--- config.mk ---
export PLATFORM = sky130hd
export DESIGN_NAME = aes_key_store
export DESIGN_NICKNAME = d
export VERILOG_FILES = /design/src/hdl/aes_pkg.sv /design/src/hdl/aes_key_store.sv
export SDC_FILE = /design/constraint.sdc
export NUM_CORES = 1
export LEC_CHECK = 0
export BUFFER_PORTS_ARGS = -buffer_cell sky130_fd_sc_hd__buf_2
export CORE_ASPECT_RATIO = 0.7
export CORE_MARGIN = 5
export CORE_UTILIZATION = 50
export DETAILED_ROUTE_END_ITERATION = 16
export GPL_TIMING_DRIVEN = 0
export HOLD_SLACK_MARGIN = 0.05
export MAX_ROUTING_LAYER = met4
export PLACE_DENSITY = 0.65
export SYNTH_ARGS = -nofsm -noshare
export SYNTH_HDL_FRONTEND = slang
export SYNTH_SLANG_ARGS = --single-unit
--- constraint.sdc ---
create_clock -name i_clk -period 3.7 [get_ports i_clk]
set_clock_uncertainty 0.2 [all_clocks]
set_input_delay 0.37 -clock i_clk [delete_from_list [all_inputs] [get_ports i_clk]]
set_output_delay 0.37 -clock i_clk [all_outputs]
set_load 0.01 [all_outputs]
--- src/hdl/aes_pkg.sv ---
`default_nettype none
// ----------------------------------------------------------------------------
// AES package
// Shared types, register indexes, substitution tables and GF(2^8) helpers.
// ----------------------------------------------------------------------------
package aes_pkg;

    localparam int MaxRounds  = 12;
    localparam int StoreWords = 4 * (MaxRounds + 1);
    localparam int AddrW      = $clog2(StoreWords);
    localparam int RoundW     = $clog2(MaxRounds + 1);

    // configuration register indexes
    localparam logic [1:0] REG_KEY_LENGTH = 2'd0;
    localparam logic [1:0] REG_KEY_0_7    = 2'd1;
    localparam logic [1:0] REG_KEY_8_15   = 2'd2;
    localparam logic [1:0] REG_KEY_16_23  = 2'd3;

    typedef enum logic [1:0] {
        ST_IDLE,
        ST_EXPAND,
        ST_CIPHER,
        ST_DONE
    } t_state;

    typedef logic [7:0]   t_byte;
    typedef logic [127:0] t_block;

    function automatic t_byte sbox_fwd(input t_byte a);
        t_byte r;
        unique case (a)
            8'h00: r=8'h63; 8'h01: r=8'h7c; 8'h02: r=8'h77; 8'h03: r=8'h7b;
            8'h04: r=8'hf2; 8'h05: r=8'h6b; 8'h06: r=8'h6f; 8'h07: r=8'hc5;
            8'h08: r=8'h30; 8'h09: r=8'h01; 8'h0a: r=8'h67; 8'h0b: r=8'h2b;
            8'h0c: r=8'hfe; 8'h0d: r=8'hd7; 8'h0e: r=8'hab; 8'h0f: r=8'h76;
            8'h10: r=8'hca; 8'h11: r=8'h82; 8'h12: r=8'hc9; 8'h13: r=8'h7d;
            8'h14: r=8'hfa; 8'h15: r=8'h59; 8'h16: r=8'h47; 8'h17: r=8'hf0;
            8'h18: r=8'had; 8'h19: r=8'hd4; 8'h1a: r=8'ha2; 8'h1b: r=8'haf;
            8'h1c: r=8'h9c; 8'h1d: r=8'ha4; 8'h1e: r=8'h72; 8'h1f: r=8'hc0;
            8'h20: r=8'hb7; 8'h21: r=8'hfd; 8'h22: r=8'h93; 8'h23: r=8'h26;
            8'h24: r=8'h36; 8'h25: r=8'h3f; 8'h26: r=8'hf7; 8'h27: r=8'hcc;
            8'h28: r=8'h34; 8'h29: r=8'ha5; 8'h2a: r=8'he5; 8'h2b: r=8'hf1;
            8'h2c: r=8'h71; 8'h2d: r=8'hd8; 8'h2e: r=8'h31; 8'h2f: r=8'h15;
            8'h30: r=8'h04; 8'h31: r=8'hc7; 8'h32: r=8'h23; 8'h33: r=8'hc3;
            8'h34: r=8'h18; 8'h35: r=8'h96; 8'h36: r=8'h05; 8'h37: r=8'h9a;
            8'h38: r=8'h07; 8'h39: r=8'h12; 8'h3a: r=8'h80; 8'h3b: r=8'he2;
            8'h3c: r=8'heb; 8'h3d: r=8'h27; 8'h3e: r=8'hb2; 8'h3f: r=8'h75;
            8'h40: r=8'h09; 8'h41: r=8'h83; 8'h42: r=8'h2c; 8'h43: r=8'h1a;
            8'h44: r=8'h1b; 8'h45: r=8'h6e; 8'h46: r=8'h5a; 8'h47: r=8'ha0;
            8'h48: r=8'h52; 8'h49: r=8'h3b; 8'h4a: r=8'hd6; 8'h4b: r=8'hb3;
            8'h4c: r=8'h29; 8'h4d: r=8'he3; 8'h4e: r=8'h2f; 8'h4f: r=8'h84;
            8'h50: r=8'h53; 8'h51: r=8'hd1; 8'h52: r=8'h00; 8'h53: r=8'hed;
            8'h54: r=8'h20; 8'h55: r=8'hfc; 8'h56: r=8'hb1; 8'h57: r=8'h5b;
            8'h58: r=8'h6a; 8'h59: r=8'hcb; 8'h5a: r=8'hbe; 8'h5b: r=8'h39;
            8'h5c: r=8'h4a; 8'h5d: r=8'h4c; 8'h5e: r=8'h58; 8'h5f: r=8'hcf;
            8'h60: r=8'hd0; 8'h61: r=8'hef; 8'h62: r=8'haa; 8'h63: r=8'hfb;
            8'h64: r=8'h43; 8'h65: r=8'h4d; 8'h66: r=8'h33; 8'h67: r=8'h85;
            8'h68: r=8'h45; 8'h69: r=8'hf9; 8'h6a: r=8'h02; 8'h6b: r=8'h7f;
            8'h6c: r=8'h50; 8'h6d: r=8'h3c; 8'h6e: r=8'h9f; 8'h6f: r=8'ha8;
            8'h70: r=8'h51; 8'h71: r=8'ha3; 8'h72: r=8'h40; 8'h73: r=8'h8f;
            8'h74: r=8'h92; 8'h75: r=8'h9d; 8'h76: r=8'h38; 8'h77: r=8'hf5;
            8'h78: r=8'hbc; 8'h79: r=8'hb6; 8'h7a: r=8'hda; 8'h7b: r=8'h21;
            8'h7c: r=8'h10; 8'h7d: r=8'hff; 8'h7e: r=8'hf3; 8'h7f: r=8'hd2;
            8'h80: r=8'hcd; 8'h81: r=8'h0c; 8'h82: r=8'h13; 8'h83: r=8'hec;
            8'h84: r=8'h5f; 8'h85: r=8'h97; 8'h86: r=8'h44; 8'h87: r=8'h17;
            8'h88: r=8'hc4; 8'h89: r=8'ha7; 8'h8a: r=8'h7e; 8'h8b: r=8'h3d;
            8'h8c: r=8'h64; 8'h8d: r=8'h5d; 8'h8e: r=8'h19; 8'h8f: r=8'h73;
            8'h90: r=8'h60; 8'h91: r=8'h81; 8'h92: r=8'h4f; 8'h93: r=8'hdc;
            8'h94: r=8'h22; 8'h95: r=8'h2a; 8'h96: r=8'h90; 8'h97: r=8'h88;
            8'h98: r=8'h46; 8'h99: r=8'hee; 8'h9a: r=8'hb8; 8'h9b: r=8'h14;
            8'h9c: r=8'hde; 8'h9d: r=8'h5e; 8'h9e: r=8'h0b; 8'h9f: r=8'hdb;
            8'ha0: r=8'he0; 8'ha1: r=8'h32; 8'ha2: r=8'h3a; 8'ha3: r=8'h0a;
            8'ha4: r=8'h49; 8'ha5: r=8'h06; 8'ha6: r=8'h24; 8'ha7: r=8'h5c;
            8'ha8: r=8'hc2; 8'ha9: r=8'hd3; 8'haa: r=8'hac; 8'hab: r=8'h62;
            8'hac: r=8'h91; 8'had: r=8'h95; 8'hae: r=8'he4; 8'haf: r=8'h79;
            8'hb0: r=8'he7; 8'hb1: r=8'hc8; 8'hb2: r=8'h37; 8'hb3: r=8'h6d;
            8'hb4: r=8'h8d; 8'hb5: r=8'hd5; 8'hb6: r=8'h4e; 8'hb7: r=8'ha9;
            8'hb8: r=8'h6c; 8'hb9: r=8'h56; 8'hba: r=8'hf4; 8'hbb: r=8'hea;
            8'hbc: r=8'h65; 8'hbd: r=8'h7a; 8'hbe: r=8'hae; 8'hbf: r=8'h08;
            8'hc0: r=8'hba; 8'hc1: r=8'h78; 8'hc2: r=8'h25; 8'hc3: r=8'h2e;
            8'hc4: r=8'h1c; 8'hc5: r=8'ha6; 8'hc6: r=8'hb4; 8'hc7: r=8'hc6;
            8'hc8: r=8'he8; 8'hc9: r=8'hdd; 8'hca: r=8'h74; 8'hcb: r=8'h1f;
            8'hcc: r=8'h4b; 8'hcd: r=8'hbd; 8'hce: r=8'h8b; 8'hcf: r=8'h8a;
            8'hd0: r=8'h70; 8'hd1: r=8'h3e; 8'hd2: r=8'hb5; 8'hd3: r=8'h66;
            8'hd4: r=8'h48; 8'hd5: r=8'h03; 8'hd6: r=8'hf6; 8'hd7: r=8'h0e;
            8'hd8: r=8'h61; 8'hd9: r=8'h35; 8'hda: r=8'h57; 8'hdb: r=8'hb9;
            8'hdc: r=8'h86; 8'hdd: r=8'hc1; 8'hde: r=8'h1d; 8'hdf: r=8'h9e;
            8'he0: r=8'he1; 8'he1: r=8'hf8; 8'he2: r=8'h98; 8'he3: r=8'h11;
            8'he4: r=8'h69; 8'he5: r=8'hd9; 8'he6: r=8'h8e; 8'he7: r=8'h94;
            8'he8: r=8'h9b; 8'he9: r=8'h1e; 8'hea: r=8'h87; 8'heb: r=8'he9;
            8'hec: r=8'hce; 8'hed: r=8'h55; 8'hee: r=8'h28; 8'hef: r=8'hdf;
            8'hf0: r=8'h8c; 8'hf1: r=8'ha1; 8'hf2: r=8'h89; 8'hf3: r=8'h0d;
            8'hf4: r=8'hbf; 8'hf5: r=8'he6; 8'hf6: r=8'h42; 8'hf7: r=8'h68;
            8'hf8: r=8'h41; 8'hf9: r=8'h99; 8'hfa: r=8'h2d; 8'hfb: r=8'h0f;
            8'hfc: r=8'hb0; 8'hfd: r=8'h54; 8'hfe: r=8'hbb; 8'hff: r=8'h16;
            default: r = 8'h00;
        endcase
        return r;
    endfunction

    // inverse S-box found as the index whose forward image matches
    function automatic t_byte sbox_inv(input t_byte a);
        t_byte r;
        r = 8'h00;
        for (int i = 0; i < 256; i++) begin
            if (sbox_fwd(t_byte'(i)) == a) begin
                r = t_byte'(i);
            end
        end
        return r;
    endfunction

    function automatic t_byte xtime(input t_byte v);
        return {v[6:0], 1'b0} ^ (v[7] ? 8'h1b : 8'h00);
    endfunction

    function automatic t_byte rcon(input logic [3:0] i);
        t_byte r;
        unique case (i)
            4'd0: r = 8'h01; 4'd1: r = 8'h02; 4'd2: r = 8'h04; 4'd3: r = 8'h08;
            4'd4: r = 8'h10; 4'd5: r = 8'h20; 4'd6: r = 8'h40; 4'd7: r = 8'h80;
            4'd8: r = 8'h1b; 4'd9: r = 8'h36;
            default: r = 8'h00;
        endcase
        return r;
    endfunction

endpackage
`default_nettype wire

--- src/hdl/aes_key_store.sv ---
`default_nettype none
// ----------------------------------------------------------------------------
// AES round-key store
// Round-key memory, one 128-bit round key per row, registered read port.
// ----------------------------------------------------------------------------
module aes_key_store
    import aes_pkg::*;
(
    input  wire                 i_clk,
    input  wire                 i_we,
    input  wire  [1:0]          i_wsel,
    input  wire  [RoundW-1:0]   i_wrow,
    input  wire  [31:0]         i_wdata,
    input  wire  [RoundW-1:0]   i_rrow,
    output logic [127:0]        o_rdata
);

    logic [31:0] mem0 [MaxRounds+1];
    logic [31:0] mem1 [MaxRounds+1];
    logic [31:0] mem2 [MaxRounds+1];
    logic [31:0] mem3 [MaxRounds+1];

    // write one word a cycle while i_we is high, read a whole row
    always_ff @(posedge i_clk) begin
        if (i_we) begin
            unique case (i_wsel)
                2'd0: mem0[i_wrow] <= i_wdata;
                2'd1: mem1[i_wrow] <= i_wdata;
                2'd2: mem2[i_wrow] <= i_wdata;
                2'd3: mem3[i_wrow] <= i_wdata;
                default: ;
            endcase
        end
        o_rdata <= {mem0[i_rrow], mem1[i_rrow], mem2[i_rrow], mem3[i_rrow]};
    end

endmodule
`default_nettype wire
==> qor.csv <==
metric,value,unit
via_count,31068,
status,"complete, no violations",
ios,172,
ant_nets,0,
crit_type,input pin to register,
drive_gt1_frac,0.303,
tns,0,ps
drc,0,
numCtsBuffers,164,
syn_area_per_cell,23.4,sq um
critPathMaxFanout,17,
syn_area,65300,sq um
finish.instance_area,75200,sq um
core,129000,sq um
clock-root-buffer,clkbuf_16,
max_cap_violations,0,
path_cells,dlygate4sd3_1 > buf_2 > or3b_2 > clkbuf_1 > nor2_4 > buf_16,
clk_latency,800,ps
fp.dieW,442,um
cp.required,3980,ps
ys.flop_type,edfxtp_1,
powerDensity,550,nW/um^2
multi_input_area,12100,sq um
drv_slew,0,
synth_fp_nets,2832,
post_drt_wl_per_cell,31.5,um
overflow,0,
wirelength,160000,um
syn_to_final_growth,15.3,%
synth_top_area_frac,0.766,
relSlewSlack,0.0673,
rsz0062_at_grt,no,
place_congestion,0.788,
grt_pass1_wl,229000,um
cp_top_family,buffers and inverters,
worstSetupStartpointType,input pin,
antenna_found_initial,17,
yosysTopAreaCell,edfxtp_1,
grt_usage,0.239,
hold_viol_final,0,
dpl_cell_area,69800,sq um
fill_cells,9165,
finalSetupViolCount,0,
synth.distinct_cells,20,
grt_pass1_vias,31544,
drt-initial-drc-count,4026,
stdcell_count,5063,
vdd_drop_max,402,uV
ys_seq_area_frac,0.805,
crit_path_top_delay_cell,nor2_4,
ys_warn_count,0,
seqCellArea,52500,sq um
dr.pass1.iters,5,
worstSetupEndpointType,register,
synth_area_leaders,"edfxtp_1 77%, mux4_2 13%, dfxtp_1 3.9%",
placed_cells,4745,
ys_top_cells_by_count,"1664 x edfxtp_1, 384 x mux4_2",
whs,135,ps
synth-async-reset-ratio,0,
nets,3222,
grt_max_degree,53,
die_area,138000,sq um
htreeDepth,4,
slowest_delay,760,ps
synth-edff-count,1664,
p_leak,24.0,nW
route.detailed.vias_per_inst,6.14,
yosysMostFrequentCell,edfxtp_1,
dp_hpwl,98500,um
initial_utilization,0.506,
syn_inst,2788,
utilization,0.583,
period_share,0.779,
path_clk_slew,60,ps
tritoncts,yes,
cp_num_buf_inv,4,
die_h,312,um
cts_resized,0,
worstPathArrival,3160,ps
rows,110,
min_period,2880,ps
port_buffers,168,
ys_ff_latch,1792,
clkSinkCount,1792,
max_freq,347,MHz
clockBufferDepth,3,
tightest_slew,1400,ps
worstHoldPathType,input pin to register,
==> cell usage in the layout (no fill, tap or decap), types with 6 or more instances in the layout <==
cell        instances
buf_2             203
dfxtp_1           128
mux4_2            384
clkinv_2           29
buf_6              47
a21oi_1           128
edfxtp_1         1664
clkinv_1           24
nor2_4             52
buf_4              20
o22ai_1           128
clkbuf_8           11
buf_1               7
clkinvlp_4          6
clkbuf_16         170
buf_12             38
buf_16             14
bufinv_16          12
diode_2             8
nand2_1             9
mux2i_1           128
clkbuf_1           81
inv_6               8
==> where the power goes <==
| part | internal [W] | leakage, nW | switching (W) |
|---|---|---|---|
| clock network | 0.00953 | 2.61 | 0.00734 |
| logic | 0.000733 | 5.33 | 0.00133 |
| registers | 0.0224 | 16.0 | 0.0000678 |
==> worst paths after layout <==
kind              cells after the start              startpoint  slack, ps                     end
setup reg to reg                      3   mem0[10][6]$_DFFE_PP_       1950    o_rdata[102]$_DFF_P_
hold reg to reg                       2  mem0[12][11]$_DFFE_PP_        350    o_rdata[107]$_DFF_P_
hold / removal                        1             i_wdata[29]        130   mem0[4][29]$_DFFE_PP_
setup / recovery                      6               i_wsel[0]        820  mem0[11][18]$_DFFE_PP_
==> sequential cells by signal, indices dropped and copies added, names as in the netlist <==
signal / count
mem1: 416
o_rdata: 128
mem3: 416
mem0: 416
mem2: 416
==> per-stage QoR <==
stage	setup slack [ps]	total power, W
floorplan	629	0.0239
global placement	-1090	0.0249
detailed placement	566	0.0250
CTS	903	0.0416
global route	774	0.0426
finish	818	0.0414
==> final cells by class <==
cell class              instances  share of cell area
repair buffers                224              0.0270
diodes                          8            0.000266
flip-flops and latches       1792               0.698
well taps                    1736              0.0289
clock buffers                 223              0.0607
multi-input cells             847               0.161
plain buffers                 149              0.0137
clock inverters                84              0.0104
==> layer usage <==
metal	global-route usage	part of all wire	vias to the layer above
met2	0.357	0.47	1632
met5	-	0	-
met1	0.345	0.41	16573
li1	-	-	12631
met3	0.0434	0.096	232
met4	0.0642	0.023	0
==> repair_timing <==
action	in CTS	in global routing
setup buffers	0	0
endpoints found under the setup margin	0	0
hold buffers	3	0
endpoints found under the hold margin	74	0
==> logic make-up after synthesis <==
logic type,synth area share
and+or+nand+nor,0.00514
muxes,0.152
DFF,0.805
AOI/OAI and AO/OA,0.0221
buffers and inverters,0.0158
Power figures use the tool's default switching activity.
